**config.mk**
```make
export PLATFORM = sky130hd
export DESIGN_NAME = mtsn_ram
export DESIGN_NICKNAME = d
export VERILOG_FILES = /design/src/design/mtsn_ram.sv
export SDC_FILE = /design/constraint.sdc
export NUM_CORES = 2
export LEC_CHECK = 0
export BUFFER_PORTS_ARGS = -buffer_cell sky130_fd_sc_hd__buf_2
export CORE_MARGIN = 3
export CORE_UTILIZATION = 55
export CTS_CLUSTER_DIAMETER = 40
export CTS_CLUSTER_SIZE = 10
export DETAILED_ROUTE_END_ITERATION = 12
export PLACE_DENSITY = 0.73
export SKIP_CTS_REPAIR_TIMING = 1
export SLEW_MARGIN = 20
export SYNTH_ARGS = -nofsm -noshare
export SYNTH_HDL_FRONTEND = slang
export SYNTH_SLANG_ARGS = --single-unit
```
**constraint.sdc**
```tcl
create_clock -name clk -period 3.7 [get_ports clk]
set_clock_uncertainty 0.15 [all_clocks]
set_input_delay 0.555 -clock clk [delete_from_list [all_inputs] [get_ports clk]]
set_output_delay 0.555 -clock clk [all_outputs]
set_load 0.02 [all_outputs]
```
**src/design/mtsn_ram.sv**
```systemverilog
// Generic simple dual-port RAM: one write port, one read port, registered read data.
// No dependencies.

module mtsn_ram #(
	parameter int WIDTH = 32,
	parameter int DEPTH = 128
) (
	input  logic                     clk,
	input  logic                     we,
	input  logic [$clog2(DEPTH)-1:0] waddr,
	input  logic [WIDTH-1:0]         wdata,
	input  logic                     re,
	input  logic [$clog2(DEPTH)-1:0] raddr,
	output logic [WIDTH-1:0]         rdata
);

	logic [WIDTH-1:0] mem_q [DEPTH];

	always_ff @(posedge clk) begin
		if (we) begin
			mem_q[waddr] <= wdata;
		end
		if (re) begin
			rdata <= mem_q[raddr];
		end
	end

endmodule

```
**Word-level counts from Yosys, hierarchy flattened**

Memories as Yosys holds them, arrays and structs flattened. A register that Yosys moved wholly into a read port is not among the register bits.
Index checks and enable logic that the tools add are counted.

- Muxes and demuxes: 2

Operator list:

| kind | count |
|---|---|
| 2-to-1 mux 1 bit | 2 |

- Bits in writable memories: 4096
- Memories: 1
- Output and inout port bits: 32
- Input bits: 49
- Register bits after elaboration: 0
- Word-level logic and storage cells: 3

Memory list:

| name | words | bits a word | read ports | clocked after Yosys merged registers in | write ports | line | text |
|---|---|---|---|---|---|---|---|
| mem_q | 128 | 32 | 1 | 1 | 1 | 17 | `logic [WIDTH-1:0] mem_q [DEPTH];` |

**Logic depth before layout (Yosys ltp)**

- Word-level depth: 2
- Gate-level depth with buffers: 8
- Depth with buffers taken out: 4

**Worst setup path after synthesis**

OpenSTA, ideal clock, no wires.

- Path kind: in2reg
- Start point: input we
- End point: memory mem_q[98][0] (enable)
- Required time: 3.089 ns
- Cell stages on the path: 3
- Arrival: 3.333 ns
- Path buffers: 1
- Library setup time: 0.461 ns
- Setup slack: -0.244 ns
- Cells stage by stage: clkbuf_1 -> nand4_1 -> nor3_1

- Cells in the longest elaborated chain, start to end: 2

RTL lines:

| what | line | text |
|---|---|---|
| from (decl) | 9 | `input logic we,` |
| 2-to-1 mux 1 bit | 20 | `if (we) begin` |
| 2-to-1 mux 1 bit (implied by the code) | 21 | `mem_q[waddr] <= wdata;` |
| to (decl) | 17 |  |

Every way passes these cells.

==> impl_summary.md <==
Finish
The final cell count without fillers is 10.8k. The area growth from synthesis to layout is 16.9%. The count of fill cells added during filler insertion is 16.8k. At the end of the flow, the number of nets in the layout was 6813. In the final layout, the share of cells above drive strength 1 is 38.9%.

Timing
The final period demand of the worst path is 3.15 ns. The setup TNS after final layout is 0 ns. At the pin with the least slew margin, the transition time is 1.10 ns. The worst slew margin relative to its limit is 26.5%. The post-route clock period utilization is 85.2%. The max-slew violation total from the final report is 0. Setup repair after global routing left no endpoint under its margin. The maximum clock rate is 317 MHz. The count of endpoints failing setup in the final report is 0. The hold violation total from the final report is 0.

Clock tree
The number of clock buffers inserted by TritonCTS is 523. TritonCTS built the clock tree. CTS saw 4128 sinks.

The clock latency on the worst-skew pair is 0.93 ns. The number of buffers on the longest clock path is 4. The clock tree synthesis step divided the H-tree into 6 levels. CTS placed an instance of sky130_fd_sc_hd__clkbuf_16 at the clock tree root. Clock-pin slew was measured on the worst setup and hold paths at 0.05 ns.

Power and ir drop
Power spread over the standard cell area amounts to 563 nW/µm². For this design the static power due to leakage is 57.0 nW. Overall power consumption after layout is estimated at 103 mW. The largest voltage drop on the vdd net is 585 µV.

Logic synthesis
Synthesis handed over a netlist of 5990 instances. During synthesis, Yosys emitted a total of 0 warnings. By area the synthesized netlist is led by sky130_fd_sc_hd__edfxtp_1 (79%), sky130_fd_sc_hd__mux4_2 (19%), sky130_fd_sc_hd__clkbuf_1 (0.44%). After synthesis, the mean cell area works out to 26.1 µm².

Counting distinct cell types in the post-synthesis netlist gives 16. The share of the synthesized area in the top cell type is 79.2%. The net count of the mapped netlist is 6039.

The dominant cell type by area after synthesis is sky130_fd_sc_hd__edfxtp_1. Synthesis inferred 4128 register bits. The sequential-to-total area share from yosys stat is 79.2%. The summed instance area of the synthesized netlist is 157000 µm².

Setup path
The end of the worst register-to-register path is rdata[25]. The critical path goes through buf_12 > buf_12 > buf_4 > buf_12 > mux4_2 > mux4_2 > mux4_2 > mux2_2. The critical path contains buffers and inverters numbering 4 combined. Among all stages on the critical path, the largest delay is contributed by sky130_fd_sc_hd__mux4_2.

The largest delay contributor family on the critical path is multiplexers. For this run, the slowest stage of the critical path takes 0.68 ns. Data on the critical path arrives at its endpoint at 3.65 ns. The critical path is of the primary input to flip-flop type. STA classifies the critical path endpoint as a flip-flop.

The worst endpoint required time is 4.20 ns. The logic depth of the worst setup path including buffers is 8. In this run the worst path has a maximum fanout of 16. The element type at the critical path start is a primary input. The worst reg2reg path depth is 4.

The reg-to-reg startpoint is mem_q[117][25]. The register-to-register path setup slack is 0.75 ns.

GRT
The total overflow left after global routing is 0. The initial antenna violation count is 62. Global routing used 30.9% of the available tracks. The number of global-route vias before repair is 77.5k. Entering global routing, the biggest net connects 129 pins.

The first global-routing pass estimated 620000 µm of wire.

Run status
The run finished with clean final reports.

Routing
The routed wire length is 449000 µm. The detailed-route vias per instance is 7.02. In this run, the number of DRC markers left after iteration 0 of detailed routing was 12.8k. The routed via count is 75.6k. The count of nets left with antenna violations once routing finished came out at 0. Before antenna repair, the detailed router went through 6 iterations. In the routed design, unresolved DRC markers number 0. After detailed routing, the average wire length per cell comes to 41.7 µm.

Floorplanning
The number of placement rows is 195. The overall die width is 540 µm. The die area is 291000 µm².

Once the floorplan was initialized, standard cells occupied 55.4% of the core. Pin placement for this block handled 81 I/O pins. The die extent in y is 540 µm.

The core region is 283000 µm².

Placed design
The wire-length estimate of the detail-placed layout is 234000 µm. The instance count after placement with tap cells included is 9980. At the end of routability-driven placement, the weighted congestion stood at 0.840. Buffers placed on the I/O ports in this run total 80.

Hold path
The number of cells on the worst hold path is 1. The launch instance of the worst min-delay path is wdata[10]. The type of the most critical hold path is primary input to flip-flop. The end point of the most critical hold path is mem_q[122][10].

Run
Max-cap violations in this run came to 0.
synthesized netlist by cell type:
library cell and n:
sky130_fd_sc_hd__buf_1 50, sky130_fd_sc_hd__buf_2 79, sky130_fd_sc_hd__buf_4 3, sky130_fd_sc_hd__buf_6 2, sky130_fd_sc_hd__clkbuf_1 182, sky130_fd_sc_hd__edfxtp_1 4128
sky130_fd_sc_hd__mux2_2 32, sky130_fd_sc_hd__mux4_2 1344, sky130_fd_sc_hd__nand2_1 14, sky130_fd_sc_hd__nand2b_1 2, sky130_fd_sc_hd__nand3_1 12, sky130_fd_sc_hd__nand4_1 3
sky130_fd_sc_hd__nor2_1 122, sky130_fd_sc_hd__nor2b_1 7, sky130_fd_sc_hd__nor3_1 9, sky130_fd_sc_hd__or3_1 1
flip-flops by register name, indices dropped and copies added, names as in the netlist:
name / count
rdata: 32
mem_q: 4096
placed cells by master, fill, tap and decap left out, types with 2 or more instances in the layout:
| cell | count |
|---|---|
| sky130_fd_sc_hd__nand2b_1 | 2 |
| sky130_fd_sc_hd__bufinv_16 | 13 |
| sky130_fd_sc_hd__diode_2 | 51 |
| sky130_fd_sc_hd__nand3_1 | 8 |
| sky130_fd_sc_hd__nand2_2 | 3 |
| sky130_fd_sc_hd__dlygate4sd3_1 | 2 |
| sky130_fd_sc_hd__buf_4 | 300 |
| sky130_fd_sc_hd__mux4_2 | 1344 |
| sky130_fd_sc_hd__mux2_2 | 32 |
| sky130_fd_sc_hd__nor3_2 | 3 |
| sky130_fd_sc_hd__clkbuf_16 | 538 |
| sky130_fd_sc_hd__nand2_1 | 11 |
| sky130_fd_sc_hd__buf_2 | 42 |
| sky130_fd_sc_hd__clkbuf_1 | 51 |
| sky130_fd_sc_hd__nor2_1 | 3 |
| sky130_fd_sc_hd__inv_6 | 18 |
| sky130_fd_sc_hd__edfxtp_1 | 4128 |
| sky130_fd_sc_hd__nor3_4 | 6 |
| sky130_fd_sc_hd__clkinvlp_4 | 8 |
| sky130_fd_sc_hd__buf_8 | 3 |
| sky130_fd_sc_hd__clkinv_8 | 18 |
| sky130_fd_sc_hd__nand4_1 | 3 |
| sky130_fd_sc_hd__nand3_2 | 4 |
| sky130_fd_sc_hd__clkinv_1 | 45 |
| sky130_fd_sc_hd__clkinv_2 | 34 |
| sky130_fd_sc_hd__buf_6 | 5 |
| sky130_fd_sc_hd__inv_16 | 5 |
| sky130_fd_sc_hd__nor2b_1 | 7 |
| sky130_fd_sc_hd__buf_12 | 213 |
| sky130_fd_sc_hd__clkinv_16 | 3 |
| sky130_fd_sc_hd__nor2_4 | 119 |
layer usage:
metal	routed length (µm)	GRT usage, %	vias up
met4	31500	18.2	18
li1	-	-	27937
met1	145000	40.5	40105
met3	58200	7.82	1088
met5	129	0	-
met2	214000	47.5	6479
through the flow:
step	utilization (%)	instance area [µm²]	hold WS (ns)	worst slack (ns)
floorplan	-	157000	0.504	-0.244
global placement	59.3	168000	0.828	-0.258
detailed placement	59.3	168000	0.832	-0.282
CTS	64.7	183000	-0.137	0.638
global route	64.7	183000	0.0221	0.518
finish	64.7	183000	0.0284	0.546
cell type report:
type                    count  area, µm²  area share (%)
clock buffers             589      13700            7.46
multi-input cells        1546      32300            17.7
well taps                3743       4680            2.56
diodes                     51        128          0.0697
repair buffers            565       6850            3.74
flip-flops and latches   4128     124000            67.7
clock inverters           145       1440           0.786
worst max-delay path by stage:
stage                     startpoint           end  slack, ns
after floorplan                   we  mem_q[98][0]      -0.24
after global routing        raddr[0]      rdata[0]       0.52
after detailed placement    raddr[0]     rdata[15]      -0.28
final                       raddr[0]      rdata[0]       0.55
after CTS                   raddr[0]      rdata[0]       0.64
after global placement      raddr[0]      rdata[0]      -0.26
logic make-up (layout without fill, tap and decap cells):
group,after synthesis,in the layout,share of synthesized area [%]
and+or+nand+nor,170,170,0.445
buffers and inverters,316,1299,0.837
other,0,51,0
DFF,4128,4128,79.2
muxes,1376,1376,19.6
report_power, final:
part	switching [mW]	internal, mW
logic	3.28	2.16
clock network	18.6	27.1
registers	0.140	51.8
total	22.0	81.0
(Power assumes the default switching activity.)
