==> src/design/mtsn_pkg.sv <==
// Shared types and constants for the min/max timestamp normalizer.
// No dependencies; imported by the front, back and top-level modules.

package mtsn_pkg;

	localparam int TS_W   = 32;	// raw timestamp width
	localparam int NORM_W = 17;	// normalized result field width

	typedef enum logic [2:0] {
		B_IDLE,
		B_SETUP,
		B_READ,
		B_LOAD,
		B_DIV,
		B_OUT
	} back_state_t;

endpackage

==> src/design/mtsn_front.sv <==
// Front part: accepts point requests, stores timestamps, tracks min/max and count,
// and pushes a frame descriptor on end of frame. Depends on mtsn_pkg.

module mtsn_front import mtsn_pkg::*; #(
	parameter int MAX_POINTS = 64,
	localparam int CNT_W     = $clog2(MAX_POINTS + 1),
	localparam int IDX_W     = $clog2(MAX_POINTS),
	localparam int DESC_W    = 1 + CNT_W + 2 * TS_W + 2
) (
	input  logic              clk,
	input  logic              arst_n,
	input  logic [TS_W-1:0]   timestamp,
	input  logic              no_timestamp,
	input  logic              end_of_frame,
	input  logic              in_valid,
	output logic              in_ready,
	input  logic              q_full,
	output logic              push,
	output logic [DESC_W-1:0] push_data,
	output logic              ram_we,
	output logic [IDX_W:0]    ram_waddr,
	output logic [TS_W-1:0]   ram_wdata
);

	typedef struct packed {
		logic             bank;
		logic [CNT_W-1:0] count;
		logic [TS_W-1:0]  lo;
		logic [TS_W-1:0]  hi;
		logic             ramp;
		logic             ovf;
	} desc_t;

	logic [CNT_W-1:0] count_q;
	logic [TS_W-1:0]  lo_q;
	logic [TS_W-1:0]  hi_q;
	logic             ramp_q;
	logic             ovf_q;
	logic             bank_q;

	logic             accept;
	logic             first;
	logic             ramp_eff;
	logic             room;
	logic             store;
	logic [TS_W-1:0]  lo_base;
	logic [TS_W-1:0]  hi_base;
	logic [TS_W-1:0]  lo_new;
	logic [TS_W-1:0]  hi_new;
	logic [CNT_W-1:0] count_new;
	logic             ovf_new;
	desc_t            desc;

	// A new frame needs a free bank; a frame in progress already owns one.
	assign first    = count_q == '0;
	assign in_ready = !first || !q_full;
	assign accept   = in_valid && in_ready;

	assign ramp_eff = first ? no_timestamp : ramp_q;
	assign lo_base  = first ? timestamp : lo_q;
	assign hi_base  = first ? timestamp : hi_q;
	assign room     = count_q < CNT_W'(MAX_POINTS);
	assign store    = room && !ramp_eff;

	assign lo_new    = (store && timestamp < lo_base) ? timestamp : lo_base;
	assign hi_new    = (store && timestamp > hi_base) ? timestamp : hi_base;
	assign count_new = room ? count_q + CNT_W'(1) : count_q;
	assign ovf_new   = ovf_q || !room;

	assign ram_we    = accept && store;
	assign ram_waddr = {bank_q, count_q[IDX_W-1:0]};
	assign ram_wdata = timestamp;

	always_comb begin
		desc.bank  = bank_q;
		desc.count = count_new;
		desc.lo    = lo_new;
		desc.hi    = hi_new;
		desc.ramp  = ramp_eff;
		desc.ovf   = ovf_new;
	end

	assign push      = accept && end_of_frame;
	assign push_data = desc;

	always_ff @(posedge clk) begin
		if (accept) begin
			lo_q <= lo_new;
			hi_q <= hi_new;
		end
	end

	always_ff @(posedge clk or negedge arst_n) begin
		if (!arst_n) begin
			count_q <= '0;
			ramp_q  <= 1'b0;
			ovf_q   <= 1'b0;
			bank_q  <= 1'b0;
		end else if (accept) begin
			if (end_of_frame) begin
				// close the frame and move to the other bank
				count_q <= '0;
				ramp_q  <= 1'b0;
				ovf_q   <= 1'b0;
				bank_q  <= ~bank_q;
			end else begin
				count_q <= count_new;
				ramp_q  <= ramp_eff;
				ovf_q   <= ovf_new;
			end
		end
	end

endmodule

==> config.mk <==
export PLATFORM = sky130hd
export DESIGN_NAME = mtsn_front
export DESIGN_NICKNAME = d
export VERILOG_FILES = /design/src/design/mtsn_pkg.sv /design/src/design/mtsn_front.sv
export SDC_FILE = /design/constraint.sdc
export NUM_CORES = 1
export LEC_CHECK = 0
export BUFFER_PORTS_ARGS = -buffer_cell sky130_fd_sc_hd__buf_2
export CAP_MARGIN = 20
export CORE_MARGIN = 2
export CORE_UTILIZATION = 49
export DETAILED_ROUTE_END_ITERATION = 7
export PLACE_DENSITY_LB_ADDON = 0.2
export SYNTH_ARGS = -nofsm -noshare
export SYNTH_HDL_FRONTEND = slang
export SYNTH_SLANG_ARGS = --single-unit
==> constraint.sdc <==
create_clock -name clk -period 3.5 [get_ports clk]
set_input_delay 0.175 -clock clk [delete_from_list [all_inputs] [get_ports clk]]
set_output_delay 0.175 -clock clk [all_outputs]
set_load 0.02 [all_outputs]
# --- Word-level counts from Yosys, hierarchy flattened ---
# Index checks and enable logic that the tools add are counted.
op_classes:
  addsub: 1
  magnitude_cmp: 3
  n_mux: 9
  bitwise_logic: 1
  n_reduce_logical: 14
ops:
  columns: ["cell", "count"]
  rows:
  - ["$mux W32", 4]
  - ["$gt A32 B32 Y1", 1]
  - ["$lt A32 B32 Y1", 1]
  - ["$mux W7", 2]
  - ["$add A7 B1 Y7 const B", 1]
  - ["$logic_not A7 Y1", 1]
  - ["$lt A7 B7 Y1 const B", 1]
  - ["$logic_and A1 B1 Y1", 6]
  - ["$logic_not A1 Y1", 4]
  - ["$mux W1", 3]
  - ["$logic_or A1 B1 Y1", 2]
  - ["$reduce_and A2 Y1", 1]
  - ["$not A1 Y1", 1]
word_totals:
  reg_bits: 74
  inputBits: 38
  output_inout_bits: 116
  wordCells: 34

# --- Logic depth before layout (Yosys ltp) ---
# Gate-level depths: netlist (run 1).
logic_depth:
  word_depth: 6
  ltp_mapped: 15
  depth_no_buf: 13

# --- Worst setup path before layout (run 1) ---
# No wires, ideal clock.
synth_path:
  path_kind: "reg2reg"
  from: "reg count_q[0]"
  to: "reg hi_q[10], data pin"
  arrival_time_ns: 3.795
  required_time_ns: 3.229
  slack_ns: -0.566
  stages_incl_launch_ff: 16
  path_buffers: 3
  synth_period_minus_slack_ns: 4.066
  cell_sequence: "dfrtp_1 -> inv_1 -> ha_1 -> nor2b_1 -> nand2_1 -> clkbuf_1 -> clkbuf_1 -> a21oi_1 -> ha_1 -> nand4_1 -> or4_1 -> nor4_2 -> a211oi_2 -> a41oi_4 -> buf_6 -> mux2i_1"
synth_between:
  elab_chain_cells: 6
synth_rtl:
  columns: ["element", "line", "rtl"]
  rows:
  - ["start: declaration", "mtsn_front.sv:34", "logic [CNT_W-1:0] count_q;"]
  - ["start signal: assignment", "mtsn_front.sv:107", "count_q <= count_new;"]
  - ["parallel branches: the longest is 5 deep, another holds $gt A32 B32 Y1", null, null]
  - ["$mux W32 *", "mtsn_front.sv:66", "assign hi_new = (store && timestamp > hi_base) ? timestamp : hi_base;"]
  - ["net push_data[12]", "mtsn_front.sv:19", "output logic [DESC_W-1:0] push_data,"]
  - ["end signal: assignment", "mtsn_front.sv:89", "hi_q <= hi_new;"]
  - ["end: declaration", "mtsn_front.sv:36", "logic [TS_W-1:0] hi_q;"]
# Mark *: on every way through the listed nets, which the timed path passes.
# A chain may end at the register's enable or synchronous reset.

# --- Final worst setup path (run 1) ---
layout_path:
  from: "reg count_q[5]"
  to: "out push_data[15]"
layout_between:
  elab_chain_cells: 6
layout_rtl:
  columns: ["element", "line"]
  rows:
  - ["parallel branches: the longest is 5 deep, another holds $gt A32 B32 Y1", null]
  - ["$mux W32 *", "mtsn_front.sv:66"]
  - ["end: declaration", "mtsn_front.sv:19"]
# Mark *: on every way between the ends.

==> flow_metrics.py, run 1 <==
metrics = {
    "grt": {
        "antenna_found_initial": 0,
        "grt_pass1_wl_mm": 26.1,
        "grt.total_usage_pct": 26.3,
        "grt_pass1_vias": 5111,
        "grt_max_degree": 43,
        "grt_overflow": 0,
    },
    "die": {
        "dieHeight_um": 111,
        "dieArea_um2": 12300,
        "core_um2": 11300,
        "die_w_um": 111,
        "rows": 39,
        "io_pins": 154,
        "start_util_pct": 49.6,
    },
    "outcome": {
        "violations": "negative setup slack",
        "status": "finished with violations",
    },
    "logic_synthesis": {
        "synth-edff-count": 64,
        "ys_async_sr_fraction_pct": 13.5,
        "syn_avg_cell_area_um2": 10.0,
        "yosys_warnings": 0,
        "synthTopCellsByArea": "edfxtp_1 34%, ha_1 15%, mux2i_1 11%, a21oi_1 7.3%, buf_4 5.6%",
        "syn-cell-area_um2": 5600,
        "synth_top_cell_by_area": "edfxtp_1",
        "synthCells": 558,
        "ys_seq_elements": 74,
        "yosysTopAreaCellShare_pct": 34.3,
        "ys_seq_area_share_pct": 38.8,
        "synth_nets": 661,
        "synth_cell_types": 49,
        "ys_dominant_reg_cell": "edfxtp_1",
    },
    "clock_tree": {
        "clock_tree.root_cell": "clkbuf_16",
        "cts_buffer_depth": 2,
        "htreeDepth": 3,
        "clkTransAtPathRegs_ns": 0.06,
        "cts_buffers": 9,
        "cts_tree": "built",
        "cts_sinks": 74,
        "clk_latency_ns": 0.34,
    },
    "cells_and_area": {
        "area_growth_pct": 51.0,
        "final_util_pct": 74.9,
        "fin_area_um2": 8450,
        "layout_common_cells": "120 x buf_4, 94 x buf_2, 64 x edfxtp_1",
        "fin_nets": 867,
        "layout-drive-gt1-share_pct": 48.9,
        "layout_commonest_cell": "buf_4",
        "n_antenna_cell": 0,
        "finalNonFillerCells": 912,
    },
    "sta": {
        "clock_skew_ns": 0.00878,
        "drv_slew": 0,
        "worst_pin_slew_ns": 0.542,
        "setup_viol": 124,
        "finalHoldViolCount": 0,
        "rsz0062_at_grt": "yes",
        "fin_ws_ns": -0.637,
        "fin_crit_sh_pct": 118,
        "fmax_mhz": 242,
        "min_period_ns": 4.14,
        "max_slew_margin_pct": 63.8,
    },
    "setup_path": {
        "crit_buf_inv": 5,
        "timing.rr.end": "hi_q[27]",
        "criticalPathCategory": "register to output port",
        "path_max_fanout": 18,
        "arrival_ns": 3.96,
        "cp-start-kind": "register",
        "r2r_start": "count_q[5]",
        "path_delay_family": "simple AND/OR/NAND/NOR gates",
        "end_kind": "output port",
        "cpPeakStageDelay_ns": 0.52,
        "endpoint": "push_data[15]",
        "rr_worst_depth": 15,
        "startpoint": "count_q[5]",
        "critPathSlowestCell": "or4b_4",
        "worstPathRequired_ns": 3.32,
        "cp.depth": 15,
        "crit_chain": "nor4_4, nand2_4, buf_12, buf_16, a21oi_2, ha_1, nor2b_1, o211ai_1, a2111oi_0, or4b_4, a41oi_4, buf_12, buf_12, mux2i_4, buf_4",
        "r2r_slack_ns": -0.23,
        "path_common_cell": "buf_12",
    },
    "route": {
        "antenna_left": 0,
        "drtIter0Drc": 289,
        "drc": 0,
        "vias": 5010,
        "drt_pass1_iterations": 5,
        "totalWireLength_mm": 15.9,
        "wire_per_inst_um": 17.4,
        "routed_via_density": 5.49,
    },
    "placed_design": {
        "place_inst": 880,
        "place_congestion": 0.920,
        "dpl.hpwl_mm": 11.5,
        "pre_cts_ws_ns": -0.316,
        "place_area_um2": 7490,
        "portBuffers": 153,
    },
    "hold_path": {
        "min_path_cells": 4,
        "hold_class": "input pin to register",
    },
    "flow_run": {
        "drv_cap": 0,
    },
}
[synth_stat cells, types with 2 or more instances]
library cell / instances
a2111oi_0: 2
a211o_1: 2
a211oi_1: 4
a21o_1: 4
a21oi_1: 82
a221o_1: 2
buf_1: 2
buf_4: 42
buf_6: 7
clkbuf_1: 9
dfrtp_1: 10
edfxtp_1: 64
ha_1: 65
inv_1: 42
mux2_2: 2
mux2i_1: 62
nand2_1: 32
nand2b_1: 2
nand3_1: 11
nand4_1: 12
nor2_1: 44
nor2b_1: 2
nor3_1: 5
o2111ai_1: 2
o211ai_1: 4
o21ai_0: 8
o21ai_1: 8
or3_1: 2
xnor2_1: 4
xor2_1: 2
[per-stage QoR]
| step | hold slack [ns] | TNS [ns] |
|---|---|---|
| after floorplan | -0.121 | -4.16 |
| after global placement | 0.0501 | -8.61 |
| after detailed placement | 0.0563 | -14.95 |
| after CTS | 0.142 | -36.72 |
| after global routing | 0.199 | -65.88 |
| final | 0.156 | -41.80 |
[flip-flops by register name, indices dropped and copies added, names as in the netlist]
name	cells
count_q	7
bank_q	1
hi_q	32
ovf_q	1
ramp_q	1
lo_q	32
[worst min-delay path by stage]
stage	start	end
floorplan	arst_n	bank_q
global placement	arst_n	bank_q
detailed placement	arst_n	bank_q
CTS	end_of_frame	ovf_q
global route	end_of_frame	ovf_q
finish	end_of_frame	ovf_q
[final cells by class]
class,count,area [um2]
Clock buffer,11,233
Clock inverter,5,103
Fill cell,775,2830
Inverter,43,161
Multi-Input combinational cell,380,3590
Sequential cell,74,2170
Tap cell,143,179
Timing Repair Buffer,256,2010
[what timing repair did]
item                       CTS  global route
hold buffers                 1             0
gates resized for setup    118             6
gates cloned                 1             0
setup buffers               12             2
setup endpoints to repair  109           128
hold endpoints to repair    10             0
pin swaps                    4             3
[tightest hold or removal path: stages]
cell and delay [ns]:
buf_2 0.08, nor2_1 0.04, a21oi_1 0.11, nor2_1 0.05
[cells by family after synthesis]
logic type / synth area share, %
AO/OA/AOI/OAI: 13.4
AND/OR/NAND/NOR: 9.91
buffers and inverters: 10.8
flip-flops: 38.8
multiplexers: 11.7
adder cells (fa/ha/maj): 14.5
XOR/XNOR: 0.939
[layer usage]
metal	wire, um	vias to the layer above	global-route usage [%]
met2	7710	160	43.3
met4	371	0	8.83
met3	729	27	4.10
li1	-	2416	-
met5	0	-	0
met1	7080	2407	35.7
Power of run 1 is not shown: default switching activity piles up to over one toggle a cycle in this logic, so the estimate is an artifact.
==> run 2: changes to the inputs <==
Settings changed: PLACE_DENSITY set to 0.78, PLACE_DENSITY_LB_ADDON 0.2 to not set.
==> run 2 against run 1 <==
Effect of this change:
- largest cell class unchanged
- hold slack got worse by 0.0088 ns
- the run still ends with negative setup slack left
- worst setup slack got worse by 0.020 ns
- critical path type unchanged
- final area increased by 0.92%
- wire length increased by 6.3%
- critical endpoint is now push_data[56]
==> flow_metrics.py, run 2 (synthesized netlist as in run 1, its figures left out) <==
metrics = {
    "outcome": {
        "status": "finished with violations",
        "violations": "negative setup slack",
    },
    "placed_design": {
        "portBuffers": 153,
        "pre_cts_ws_ns": -0.279,
        "place_congestion": 0.913,
        "dpl.hpwl_mm": 11.5,
        "place_area_um2": 7390,
    },
    "route": {
        "drt_pass1_iterations": 5,
        "drc": 0,
        "antenna_left": 0,
        "totalWireLength_mm": 16.9,
        "vias": 5122,
        "routed_via_density": 5.62,
        "drtIter0Drc": 202,
        "wire_per_inst_um": 18.5,
    },
    "setup_path": {
        "rr_worst_depth": 16,
        "critPathSlowestCell": "dfrtp_1",
        "crit_chain": "nor4_4, nand2_4, buf_6, clkbuf_16, buf_6, buf_4, a21oi_1, ha_1, a21oi_1, nand2_1, a221o_1, a31oi_2, buf_4, o21ai_4, buf_12, mux2i_1, buf_2",
        "timing.rr.end": "hi_q[29]",
        "cpPeakStageDelay_ns": 0.40,
        "arrival_ns": 3.98,
        "worstPathRequired_ns": 3.32,
        "r2r_slack_ns": -0.25,
        "crit_buf_inv": 7,
        "path_delay_family": "buffers and inverters",
        "end_kind": "output port",
        "path_max_fanout": 12,
        "criticalPathCategory": "register to output port",
        "cp-start-kind": "register",
        "r2r_start": "count_q[4]",
    },
    "clock_tree": {
        "clkTransAtPathRegs_ns": 0.06,
        "htreeDepth": 3,
        "cts_buffers": 9,
        "clock_tree.root_cell": "clkbuf_16",
        "cts_sinks": 74,
        "cts_buffer_depth": 2,
        "cts_tree": "built",
        "clk_latency_ns": 0.35,
    },
    "sta": {
        "fin_ws_ns": -0.657,
        "clock_skew_ns": 0.00845,
        "finalHoldViolCount": 0,
        "setup_viol": 127,
        "drv_slew": 0,
        "min_period_ns": 4.16,
        "fmax_mhz": 241,
        "rsz0062_at_grt": "yes",
        "worst_pin_slew_ns": 0.583,
        "max_slew_margin_pct": 61.1,
        "fin_crit_sh_pct": 119,
        "holdWs_ns": 0.148,
    },
    "grt": {
        "grt_pass1_wl_mm": 24.1,
        "antenna_found_initial": 0,
        "grt_pass1_vias": 4892,
        "grt_max_degree": 42,
        "grt.total_usage_pct": 24.5,
        "grt_overflow": 0,
    },
    "cells_and_area": {
        "layout_commonest_cell": "buf_2",
        "largestRegisters": "hi_q (32), lo_q (32), count_q (7)",
        "layout_common_cells": "103 x buf_2, 98 x buf_4, 64 x edfxtp_1",
        "area_growth_pct": 52.3,
        "n_antenna_cell": 0,
        "fin_area_um2": 8520,
        "fin_nets": 866,
        "layout-drive-gt1-share_pct": 49.9,
        "fillers": 710,
    },
    "hold_path": {
        "hold_start": "end_of_frame",
        "hold-path-endpoint": "ovf_q",
        "min_path_cells": 4,
        "hold_class": "input pin to register",
    },
    "flow_run": {
        "drv_cap": 0,
    },
    "die": {
        "core_um2": 11300,
        "rows": 39,
        "die_w_um": 111,
        "io_pins": 154,
        "start_util_pct": 49.6,
        "dieArea_um2": 12300,
        "dieHeight_um": 111,
    },
}
[run 2: cell count changes in the layout (fill, tap and decap cells not counted), moves of 5 or more]
cell / previous run / this run
clkbuf_16: 9 / 14
buf_6: 23 / 37
nor2_4: 6 / 11
buf_4: 120 / 98
buf_12: 17 / 11
buf_2: 94 / 103
[run 2: final cells by class]
class	count	area, um2	share of cell area [%]
multi-input combinational	380	3700	43.4
sequential	74	2170	25.5
timing repair buffer	255	2020	23.7
clock buffer	9	225	2.64
tap	143	179	2.10
inverter	43	161	1.89
clock inverter	7	60.1	0.705
[run 2: per-stage QoR]
stage | instances | setup TNS (ns) | util (%)
after floorplan | 558 | -4.16 | -
after global placement | 870 | -5.10 | 65.6
after detailed placement | 870 | -12.77 | 65.6
after CTS | 888 | -34.17 | 70.1
after global routing | 911 | -66.27 | 75.6
final | 911 | -46.54 | 75.6
[run 2: layer usage]
layer / vias to the layer above / GRT usage (%) / part of all wire [%]
li1: 2422 / - / -
met1: 2471 / 31.6 / 42
met2: 191 / 40.7 / 50
met3: 38 / 4.26 / 5.3
met4: 0 / 10.3 / 2.8
met5: - / 0 / 0
[run 2: worst max-delay path by stage]
stage / startpoint / to / cells past startpoint
final: count_q[4] / push_data[56] / 17
after global routing: count_q[0] / push_data[46] / 19
after CTS: count_q[4] / push_data[32] / 15
after detailed placement: count_q[5] / push_data[32] / 15
after global placement: count_q[5] / push_data[32] / 15
after floorplan: count_q[2] / hi_q[12] / 14
[run 2: what timing repair did]
action                                  CTS  global route
hold buffers                              1             0
buffers inserted                          1            18
gates cloned                              0             5
endpoints found under the hold margin    10             0
endpoints found under the setup margin  106           127
gates resized for setup                  58            88
pin swaps                                 3             5
[run 2: worst reg2reg max path, cell delays in order (launching register included)]
cell      delay (ns)
dfrtp_1         0.40
nor4_4          0.36
nand2_4         0.09
buf_6           0.16
buf_4           0.15
nor2_2          0.09
a21oi_1         0.07
ha_1            0.32
nand4_1         0.18
or3_4           0.40
a221o_1         0.29
a211oi_2        0.27
a41oi_4         0.06
buf_6           0.18
buf_12          0.16
mux2i_4         0.19
buf_4           0.14
Power of run 2 is left out for the same reason.
