[config.mk]
export PLATFORM = sky130hd
export DESIGN_NAME = mtsn_queue
export DESIGN_NICKNAME = d
export VERILOG_FILES = /design/src/design/mtsn_queue.sv
export SDC_FILE = /design/constraint.sdc
export NUM_CORES = 1
export LEC_CHECK = 0
export BUFFER_PORTS_ARGS = -buffer_cell sky130_fd_sc_hd__buf_4
export CORE_AREA = 2 2 156 82
export CTS_BUF_LIST = sky130_fd_sc_hd__clkbuf_8
export DETAILED_ROUTE_END_ITERATION = 10
export DIE_AREA = 0 0 158 84
export GPL_ROUTABILITY_DRIVEN = 0
export PLACE_DENSITY = 0.86
export SLEW_MARGIN = 20
export SYNTH_ARGS = -nofsm -noshare
export SYNTH_HDL_FRONTEND = slang
export SYNTH_SLANG_ARGS = --single-unit
[constraint.sdc]
create_clock -name clk -period 6.2 [get_ports clk]
set_input_delay 1.24 -clock clk [delete_from_list [all_inputs] [get_ports clk]]
set_output_delay 1.24 -clock clk [all_outputs]
set_load 0.02 [all_outputs]
[src/design/mtsn_queue.sv]
// Two-entry frame descriptor queue between the front and back parts.
// No dependencies; head entry is visible while not empty and leaves on pop.

module mtsn_queue #(
	parameter int WIDTH = 72
) (
	input  logic             clk,
	input  logic             arst_n,
	input  logic             push,
	input  logic [WIDTH-1:0] push_data,
	output logic             full,
	input  logic             pop,
	output logic             head_valid,
	output logic [WIDTH-1:0] head_data
);

	logic [WIDTH-1:0] entry_q [2];
	logic             wr_ptr_q;
	logic             rd_ptr_q;
	logic [1:0]       fill_q;

	assign full       = fill_q == 2'd2;
	assign head_valid = fill_q != 2'd0;
	assign head_data  = entry_q[rd_ptr_q];

	always_ff @(posedge clk) begin
		if (push) begin
			entry_q[wr_ptr_q] <= push_data;
		end
	end

	always_ff @(posedge clk or negedge arst_n) begin
		if (!arst_n) begin
			wr_ptr_q <= 1'b0;
			rd_ptr_q <= 1'b0;
			fill_q   <= 2'd0;
		end else begin
			if (push) begin
				wr_ptr_q <= ~wr_ptr_q;
			end
			if (pop) begin
				rd_ptr_q <= ~rd_ptr_q;
			end
			case ({push, pop})
				2'b10:   fill_q <= fill_q + 2'd1;
				2'b01:   fill_q <= fill_q - 2'd1;
				default: fill_q <= fill_q;
			endcase
		end
	end

endmodule

== Word level (Yosys, flattened, before mapping) ==
Memories as Yosys holds them, arrays and structs flattened.
Index checks and enable logic that the tools add are counted.

* Output and inout port bits: 74
* Bits in registers: 4
* Word-level logic and storage cells: 16
* Input bits: 76
* Memories kept: 1
* RAM bits: 144

* Eq/ne operators: 3
* Bitwise gates (word level): 2
* Mux-type cells: 3
* Add/sub/neg operators: 2
* Reduce and logical (&&, ||, !) cells: 2

{| class="wikitable"
|+ Memory list
! name !! depth !! width !! rd ports !! clocked after Yosys merged registers in !! write ports !! RTL line !! text
|-
| entry_q || 2 || 72 || 1 || 0 || 1 || 17 || <nowiki>logic [WIDTH-1:0] entry_q [2];</nowiki>
|}

{| class="wikitable"
|+ Operator list
! cell !! number
|-
| $eq A2 B2 Y1 const B || 2
|-
| $pmux W2 S2 || 1
|-
| $reduce_bool A2 Y1 || 2
|-
| $add A2 B1 Y2 const B || 1
|-
| $eq A2 B1 Y1 const B || 1
|-
| $mux W1 || 2
|-
| $not A1 Y1 || 2
|-
| $sub A2 B1 Y2 const B || 1
|}

== Depth between registers and ports, before layout ==
Gate-level depths: netlist (run 1).

* Depth after elaboration: 2
* Mapped depth: 5
* Depth with buffers taken out: 5

== Worst setup path before layout (run 1) ==
Ideal clock, no wire load.

* Path type: input port to flip-flop
* Start: in push
* End: mem entry_q[0][0], enable pin
* Library setup time: 0.504 ns
* Path buffers: 0
* Setup slack: 1.378 ns
* Data arrival time: 4.318 ns
* Data required time: 5.696 ns
* Stages on the path: 2
* Cells stage by stage: inv_1 -> nor2_1

* Word-level cells in the longest chain between the ends: 2

{| class="wikitable"
|+ RTL lines
! what !! RTL line !! text
|-
| from (decl) || 9 || <nowiki>input logic push,</nowiki>
|-
| $mux W1 || 27 || <nowiki>if (push) begin</nowiki>
|-
| $mux W1 (implied by the code) || 28 || <nowiki>entry_q[wr_ptr_q] <= push_data;</nowiki>
|-
| to (decl) || 17 ||
|}

Every way passes these cells.

== Final worst setup path (run 1) ==
* Start: reg rd_ptr_q
* End: out head_data[51]

* Word-level cells in the longest chain between the ends: 1

{| class="wikitable"
|+ RTL lines
! what !! RTL line !! text
|-
| from (decl) || 19 || <nowiki>logic rd_ptr_q;</nowiki>
|-
| from (signal assigned) || 42 || <nowiki>rd_ptr_q <= ~rd_ptr_q;</nowiki>
|-
| $mem_v2 Z2 W72 || -- ||
|-
| to (decl) || 14 || <nowiki>output logic [WIDTH-1:0] head_data</nowiki>
|}

Every way passes these cells.

==> results of run 1 <==
==> critical path, delay by kind of cell (launching register included) <==
family | cells | cell delay (ns)
buf+inv | 2 | 0.80
mux | 1 | 0.36
flops | 1 | 0.92
==> cell families (layout without fill, tap and decap cells) <==
family / after synthesis / count (layout) / synth area share
mux: 72 / 72 / 0.1866
buf+inv: 9 / 185 / 0.02707
flops: 148 / 148 / 0.7719
xor+xnor: 5 / 5 / 0.007642
fa+ha+maj: 1 / 1 / 0.002183
simple gates: 5 / 5 / 0.004587
==> metrics by stage <==
stage | hold WS (ns) | setup WS [ns] | instances | power, mW
4_1_cts | 0.4951 | 2.370 | 585 | 3.355
3_3_place_gp | 0.4626 | 2.877 | 553 | 2.696
2_1_floorplan | 0.4474 | 1.378 | 240 | 2.360
6_report | 0.4877 | 2.416 | 586 | 3.320
5_1_grt | 0.5333 | 2.292 | 586 | 3.476
3_5_place_dp | 0.4818 | 2.844 | 553 | 2.720
==> state kept, by name, summed over array words and instances, names as in the netlist <==
name / count
fill_q: 2
rd_ptr_q: 1
wr_ptr_q: 1
entry_q: 144
==> routing by layer <==
layer	routed length, µm	vias to the layer above	GRT usage
met5	0	-	0
met4	91	0	0.05160
met3	1260	12	0.08048
met2	4382	136	0.2229
met1	4529	1352	0.2105
li1	-	1272	-
==> cells in the mapped netlist <==
| cell | n | area (µm²) |
|---|---|---|
| sky130_fd_sc_hd__xor2_1 | 3 | 26.28 |
| sky130_fd_sc_hd__nor2b_1 | 1 | 6.260 |
| sky130_fd_sc_hd__dfrtp_1 | 4 | 100.1 |
| sky130_fd_sc_hd__nor2_1 | 2 | 7.510 |
| sky130_fd_sc_hd__xnor2_1 | 2 | 17.52 |
| sky130_fd_sc_hd__ha_1 | 1 | 12.51 |
| sky130_fd_sc_hd__or2_2 | 1 | 6.260 |
| sky130_fd_sc_hd__buf_6 | 1 | 11.26 |
| sky130_fd_sc_hd__inv_1 | 1 | 3.750 |
| sky130_fd_sc_hd__mux2_2 | 3 | 33.78 |
| sky130_fd_sc_hd__buf_12 | 7 | 140.1 |
| sky130_fd_sc_hd__edfxtp_1 | 144 | 4324 |
| sky130_fd_sc_hd__mux2_4 | 69 | 1036 |
| sky130_fd_sc_hd__and2_1 | 1 | 6.260 |
==> path summary, 6_finish.rpt <==
check	depth (start not counted)	startpoint	slack (ns)	end
max	3	rd_ptr_q	2.42	head_data[51]
min	1	fill_q[1]	0.49	fill_q[1]
max reg2reg	3	wr_ptr_q	4.28	entry_q[0][60]
min reg2reg	1	fill_q[1]	0.49	fill_q[1]
max in group asynchronous	1	arst_n	5.48	rd_ptr_q
min in group asynchronous	1	arst_n	0.60	fill_q[1]
==> final cells by class <==
class / instances / area, µm² / area share
clock buffer: 19 / 261.5 / 0.03584
inverter: 1 / 3.754 / 0.0005145
multi-input combinational: 83 / 1162 / 0.1593
clock inverter: 13 / 73.82 / 0.01012
timing repair buffer: 152 / 1154 / 0.1581
tap: 170 / 212.7 / 0.02915
sequential: 148 / 4428 / 0.6069
==> where the power goes <==
group	internal (mW)	leakage, nW	total [mW]	switching (mW)
Clock	0.290	0.185	0.629	0.339
Combinational	0.639	1.36	1.24	0.598
Sequential	1.33	1.40	1.45	0.124
Total	2.26	2.94	3.32	1.06
==> metrics.md, run 1 <==
| Metric | Value |
|---|---|
| Avg WL per Cell | 17.51 µm |
| Crit path time final | 3.784 ns |
| Post-layout nets | 480 |
| Leakage power figure | about 2.9 nW |
| Clock Sink Count | ~150 |
| Drt total wl | approximately 10000 µm |
| Global-route wire length before repair | between 15000 and 20000 µm |
| Area of the die | between 10000 and 15000 µm² |
| Total number of vias | 2772 |
| Count of pins on the block boundary | 150 |
| Unrepaired setup endpoints after global routing | no |
| Data required time of the worst path | roughly 5.0 ns |
| Count of nets left with antenna violations after detail routing | 0 |
| CP max stage cell | sky130_fd_sc_hd__dfrtp_4 |
| Placement Cell Area | 6940 µm² |
| Chip width | about 160 µm |
| Arrival time worst endpoint | between 2 and 3 ns |
| Most used cells in the layout excluding fill and tap cells | sky130_fd_sc_hd__buf_4 (151), sky130_fd_sc_hd__edfxtp_1 (144), sky130_fd_sc_hd__mux2_4 (69) |
| Final design instance area without fill | between 7000 and 8000 µm² |
| Max-slew violation count | 0 |
| Core region area | approximately 12000 µm² |
| Cell area power density | 455.1 nW/µm² |
| Total of cells resized after clock tree synthesis | 0 |
| Vias per cell | between 4 and 5 |
| Peak Freq | roughly 260 MHz |
| Diodes inserted | 0 |
| Slowest Stage Delay on Critical Path | approximately 0.9 ns |
| Largest buffer count on any clock path | 2 |
| Largest net degree at the start of global routing | 73 |
| Clock slew seen by the registers of the worst setup and hold paths | 0.08 ns |
| Standard-cell rows | 29 |
| Die height | between 80 and 90 µm |
| Critical path fanouts, max | 41 |
| CTS Buf Count | 17 |
| Tot GR Track Use | 0.1574 |
| Number of synthesis warnings | 0 |
| Final setup vio count | 0 |
| Crit-path cells | buf_4 > mux2_4 > buf_4 |
| Number of setup buffers added after CTS | 0 |
| Leading cell type in the layout, fill and taps excluded | sky130_fd_sc_hd__buf_4 |
| Number of maximum-capacitance constraint violations | 0 |
| Critical Path Most Common Cell | sky130_fd_sc_hd__buf_4 |
| Initial antenna violation count | 0 |
| Number of distinct library cells after synthesis | 14 |
| Slew HR | 0.3517 |
| Share of layout cells above drive strength 1 | 0.6178 |
| Vias in the first global route | approximately 2800 |
| Drt first-iter violations | between 150 and 200 |
| Root buffer selected by CTS | sky130_fd_sc_hd__clkbuf_8 |
| Max H-tree Level | 4 |
| First-pass iteration count of the detailed router | 4 |
| Clock tree from TritonCTS | done |
| Final routed DRC violation total | 0 |
| Final hold vios | 0 |
| Worst-case vdd ir drop | approximately 0.00022 V |
| Result of the run | completed |
| Worst Tran Pin Value | around 0.97 ns |
| Crit Path Category | flip-flop to output port |
| Total grt overflow | 0 |
| Synthesis-to-layout area growth | 27.29% |
| Syn Nets | approximately 320 |
| Number of register bits inferred by synthesis | 148 |
| Avg Cell Area, Syn | 23.88 µm² |
| Element type at the critical path start | flip-flop |
| Total Neg Setup Slack | 0 ns |
| Max Clock Skew | approximately 0.0099 ns |
| Register area share after synthesis | 0.7719 |
| Netlist area before placement | roughly 5700 µm² |
| Post-cts hold buffer count | 0 |
| Later-pin clock latency in the skew report | approximately 0.42 ns |
| Effective utilization at floorplan | 0.4730 |
| # fillers | 922 |
| IO buf count | 149 |
| Final design utilization | 0.6020 |
| Synthesized netlist cell count | 240 |
| Hold Crit Class | flip-flop to flip-flop |
| Final cycle utilization of the critical path | 0.6103 |
| Critical Path Sink Type | output port |
No activity file was read; power rests on OpenSTA's default activity.
==> run 2, diff against run 1 <==
--- a/config.mk
+++ b/config.mk
@@ -5,11 +5,12 @@
 export SDC_FILE = /design/constraint.sdc
 export NUM_CORES = 1
 export LEC_CHECK = 0
+export ABC_AREA = 1
 export BUFFER_PORTS_ARGS = -buffer_cell sky130_fd_sc_hd__buf_4
-export CORE_AREA = 2 2 156 82
+export CORE_AREA = 2 2 154 81
 export CTS_BUF_LIST = sky130_fd_sc_hd__clkbuf_8
 export DETAILED_ROUTE_END_ITERATION = 10
-export DIE_AREA = 0 0 158 84
+export DIE_AREA = 0 0 156 83
 export GPL_ROUTABILITY_DRIVEN = 0
 export PLACE_DENSITY = 0.86
 export SLEW_MARGIN = 20
==> constraint.sdc (replaced) <==
create_clock -name clk -period 4 [get_ports clk]
set_input_delay 0.8 -clock clk [delete_from_list [all_inputs] [get_ports clk]]
set_output_delay 0.8 -clock clk [all_outputs]
set_load 0.02 [all_outputs]
==> run 2 against run 1 <==
Register-to-register slack worse by 2.2 ns. Non-clock buffer count is 2 higher. Clock-buffer cell count stayed put. Clock skew hardly changed. Clock power grew 120%. Synthesized cell count up 67%. Power is 65% higher. Sequential power is 53% higher. Wire length up 7.9%. Hold slack lost 0.33 ns. Combinational power is 50% higher. Largest cell class unchanged.
==> metrics.md, run 2 <==
| Metric | Value |
|---|---|
| Drt first-iter violations | 176 (+2.3%) |
| CTS Buf Count | 17 (unchanged) |
| Power after layout | 5.480 mW (+65%) |
| Synthesized netlist cell count | 400 (+67%) |
| Leading cell type in the layout, fill and taps excluded | sky130_fd_sc_hd__buf_4 |
| Vias in the first global route | 3440 (+23%) |
| Later-pin clock latency in the skew report | 0.42 ns (about the same) |
| Critical path fanouts, max | 62 (+51%) |
| Arrival time worst endpoint | 2.09 ns (-0.45 ns) |
| Data required time of the worst path | 3.20 ns (-1.76 ns) |
| Element type at the critical path start | flip-flop |
| Avg WL per Cell | 15.37 µm (-12%) |
| Tot GR Track Use | 0.1779 (+0.02058) |
| Worst hold slack across all endpoints | 0.1529 ns (-0.3348 ns) |
| Clock Sink Count | 148 (unchanged) |
| Unrepaired setup endpoints after global routing | no |
| Standard-cell rows | 28 (-3.4%) |
| Initial antenna violation count | 0 (unchanged) |
| Post-cts hold buffer count | 0 (unchanged) |
| Diodes inserted | 0 (unchanged) |
| Number of distinct library cells after synthesis | 18 (+4) |
| Most used cells in the layout excluding fill and tap cells | sky130_fd_sc_hd__buf_4 (153), sky130_fd_sc_hd__edfxtp_1 (144), sky130_fd_sc_hd__inv_1 (79) |
| Flip-flop cell with the highest count after synthesis | sky130_fd_sc_hd__edfxtp_1 |
| Clock tree from TritonCTS | done |
| Leakage power figure | 3.116 nW (+6.0%) |
| Worst-case vdd ir drop | 0.0003857 V (+73%) |
| Avg Cell Area, Syn | 13.91 µm² (-42%) |
| Netlist area before placement | 5564 µm² (-2.9%) |
| Chip width | 156 µm (-1.3%) |
| Final routed DRC violation total | 0 (unchanged) |
| Flip-flop count of the largest register, all copies and words added | 144 (unchanged) |
| Synth top area share | 0.7772 (+0.02273) |
| Worst Tran Pin Value | 0.8805 ns (-0.09196 ns) |
| Hold Crit Class | primary input to async pin |
| Final setup vio count | 0 (unchanged) |
| Count of nets left with antenna violations after detail routing | 0 (unchanged) |
| Syn Nets | 477 (+50%) |
| Area of the die | 12950 µm² (-2.4%) |
| Number of register bits inferred by synthesis | 148 (unchanged) |
| Max-slew violation count | 0 (unchanged) |
| Largest net degree at the start of global routing | 63 (-14%) |
| Max H-tree Level | 4 (unchanged) |
| Post-layout nets | 634 (+32%) |
| Top area cells in the synthesized netlist | sky130_fd_sc_hd__edfxtp_1 (78%), sky130_fd_sc_hd__inv_1 (5.3%), sky130_fd_sc_hd__nand2_1 (5.3%) |
| Result of the run | completed |
| Total of cells resized after clock tree synthesis | 0 (unchanged) |
| First-pass iteration count of the detailed router | 4 (unchanged) |
| Leading registers by flop count | entry_q x144, fill_q x2 |
| Crit Path Category | flip-flop to output port |
| Number of maximum-capacitance constraint violations | 0 (unchanged) |
| Share of layout cells above drive strength 1 | 0.3333 (-0.2845) |
| Total grt overflow | 0 (unchanged) |
| Drt total wl | 11070 µm (+7.9%) |
| Count of pins on the block boundary | 150 (unchanged) |
| Root buffer selected by CTS | sky130_fd_sc_hd__clkbuf_8 |
| Synthesis-to-layout area growth | 31.19% |
| Placement Cell Area | 6807 µm² (-1.9%) |
| # fillers | 866 (-6.1%) |
| Largest area contributor in the netlist | sky130_fd_sc_hd__edfxtp_1 |
| Register area share after synthesis | 0.7951 (+0.02326) |
| Most numerous cell in the Yosys netlist | sky130_fd_sc_hd__edfxtp_1 |
| Crit path time final | about 2.9 ns |
| Number of synthesis warnings | 0 (unchanged) |
| Final cycle utilization of the critical path | 0.7228 |
| Top post-synthesis cells by count | sky130_fd_sc_hd__edfxtp_1 (144), sky130_fd_sc_hd__inv_1 (78), sky130_fd_sc_hd__nand2_1 (78) |
| Global-route wire length before repair | 17230 µm (+14%) |
| Core region area | 11530 µm² (-4.9%) |
| Total number of vias | 3419 (+23%) |
| Die height | 83 µm (-1.2%) |
| HPWL after detailed placement | around 7700 µm |
| Number of setup buffers added after CTS | 0 (unchanged) |
| Cell area power density | 750.7 nW/µm² (+65%) |
| Number of enable flip-flop cells after synthesis | 144 (unchanged) |
| Clock slew seen by the registers of the worst setup and hold paths | 0.08 ns (about the same) |
| Critical Path Sink Type | output port |
| Slew HR | 0.4121 (+0.06045) |
| Effective utilization at floorplan | 0.4827 (+0.009789) |
| Vias per cell | 4.749 (+0.39%) |
| Total Neg Setup Slack | 0 ns (unchanged) |
| Largest buffer count on any clock path | 2 (unchanged) |
| IO buf count | 149 (unchanged) |
| Async set-or-reset flop fraction in the synthesized netlist | 0.02703 (unchanged) |
| Final hold vios | 0 (unchanged) |
| Peak Freq | 345.9 MHz |
| Max Clock Skew | 0.01021 ns (+0.0003518 ns) |
| Register with the highest flop count | entry_q |
| Final design instance area without fill | 7300 µm² (about the same) |
## run 2: cell count changes in the layout (fill, tap and decap cells not counted), moves of 2 or more
cell,delta
sky130_fd_sc_hd__mux2_4,-69
sky130_fd_sc_hd__inv_6,+2
sky130_fd_sc_hd__buf_4,+2
sky130_fd_sc_hd__inv_1,+75
sky130_fd_sc_hd__nand2_1,+78
sky130_fd_sc_hd__o21ai_2,+3
sky130_fd_sc_hd__clkinv_2,-6
sky130_fd_sc_hd__clkinvlp_4,-2
sky130_fd_sc_hd__o21ai_0,+52
sky130_fd_sc_hd__mux2_2,-3
sky130_fd_sc_hd__bufinv_16,+6
sky130_fd_sc_hd__o21ai_1,+17
## run 2: layout make-up
| cell class | instances | area [µm²] | share of cell area |
|---|---|---|---|
| Clock buffer | 19 | 261.5 | 0.03582 |
| Sequential cell | 148 | 4428 | 0.6066 |
| Clock inverter | 13 | 231.5 | 0.03171 |
| Multi-Input combinational cell | 158 | 729.5 | 0.09993 |
| Tap cell | 150 | 187.7 | 0.02571 |
| Timing Repair Buffer | 154 | 1169 | 0.1601 |
| Inverter | 78 | 292.8 | 0.04011 |
## run 2: cell families (layout without fill, tap and decap cells)
kind of cell               after synthesis  in the layout  synth area share
DFF                                    148            148            0.7951
buffers and inverters                   94            264           0.07510
and+or+nand+nor                         82             82           0.05599
AOI/OAI and AO/OA                       72             72           0.06679
xor gates and xnor gates                 3              3          0.004723
adders and majority gates                1              1          0.002248
## run 2: final timing paths
path / from / endpoint / slack [ns] / cells after the start
min: arst_n / wr_ptr_q / 0.15 / 1
max in group asynchronous: arst_n / rd_ptr_q / 3.72 / 1
min reg2reg: fill_q[1] / fill_q[1] / 0.50 / 2
max: rd_ptr_q / head_data[5] / 1.11 / 4
max reg2reg: wr_ptr_q / entry_q[1][19] / 2.11 / 3
min in group clk: fill_q[1] / fill_q[1] / 0.50 / 2
## run 2: per-layer routing
metal / GRT usage / up-vias / share of wire
met2: 0.2872 / 122 / 0.47
met5: 0 / - / 0
met1: 0.2200 / 1634 / 0.43
li1: - / 1658 / -
met4: 0.04254 / 0 / 0.0034
met3: 0.08246 / 5 / 0.098
## run 2: critical path, cell delays in order (launching register included)
cell                      delay (ns)
sky130_fd_sc_hd__dfrtp_4        0.78
sky130_fd_sc_hd__buf_4          0.46
sky130_fd_sc_hd__nand2_1        0.09
sky130_fd_sc_hd__o21ai_0        0.13
sky130_fd_sc_hd__buf_4          0.20
## run 2: per-stage QoR
stage	setup WS, ns	utilization	std cells
floorplan	0.8678	-	400
global placement	1.595	0.5905	688
detailed placement	1.527	0.5905	688
CTS	1.049	0.6333	720
global route	0.9165	0.6333	720
finish	1.109	0.6333	720
## run 2: report_power, final
| part | total (mW) | switching, mW | leakage [nW] | internal (mW) |
|---|---|---|---|---|
| Combinational | 1.86 | 1.16 | 1.46 | 0.698 |
| Sequential | 2.22 | 0.160 | 1.40 | 2.06 |
| Clock | 1.40 | 0.555 | 0.253 | 0.843 |
| Total | 5.48 | 1.88 | 3.12 | 3.60 |
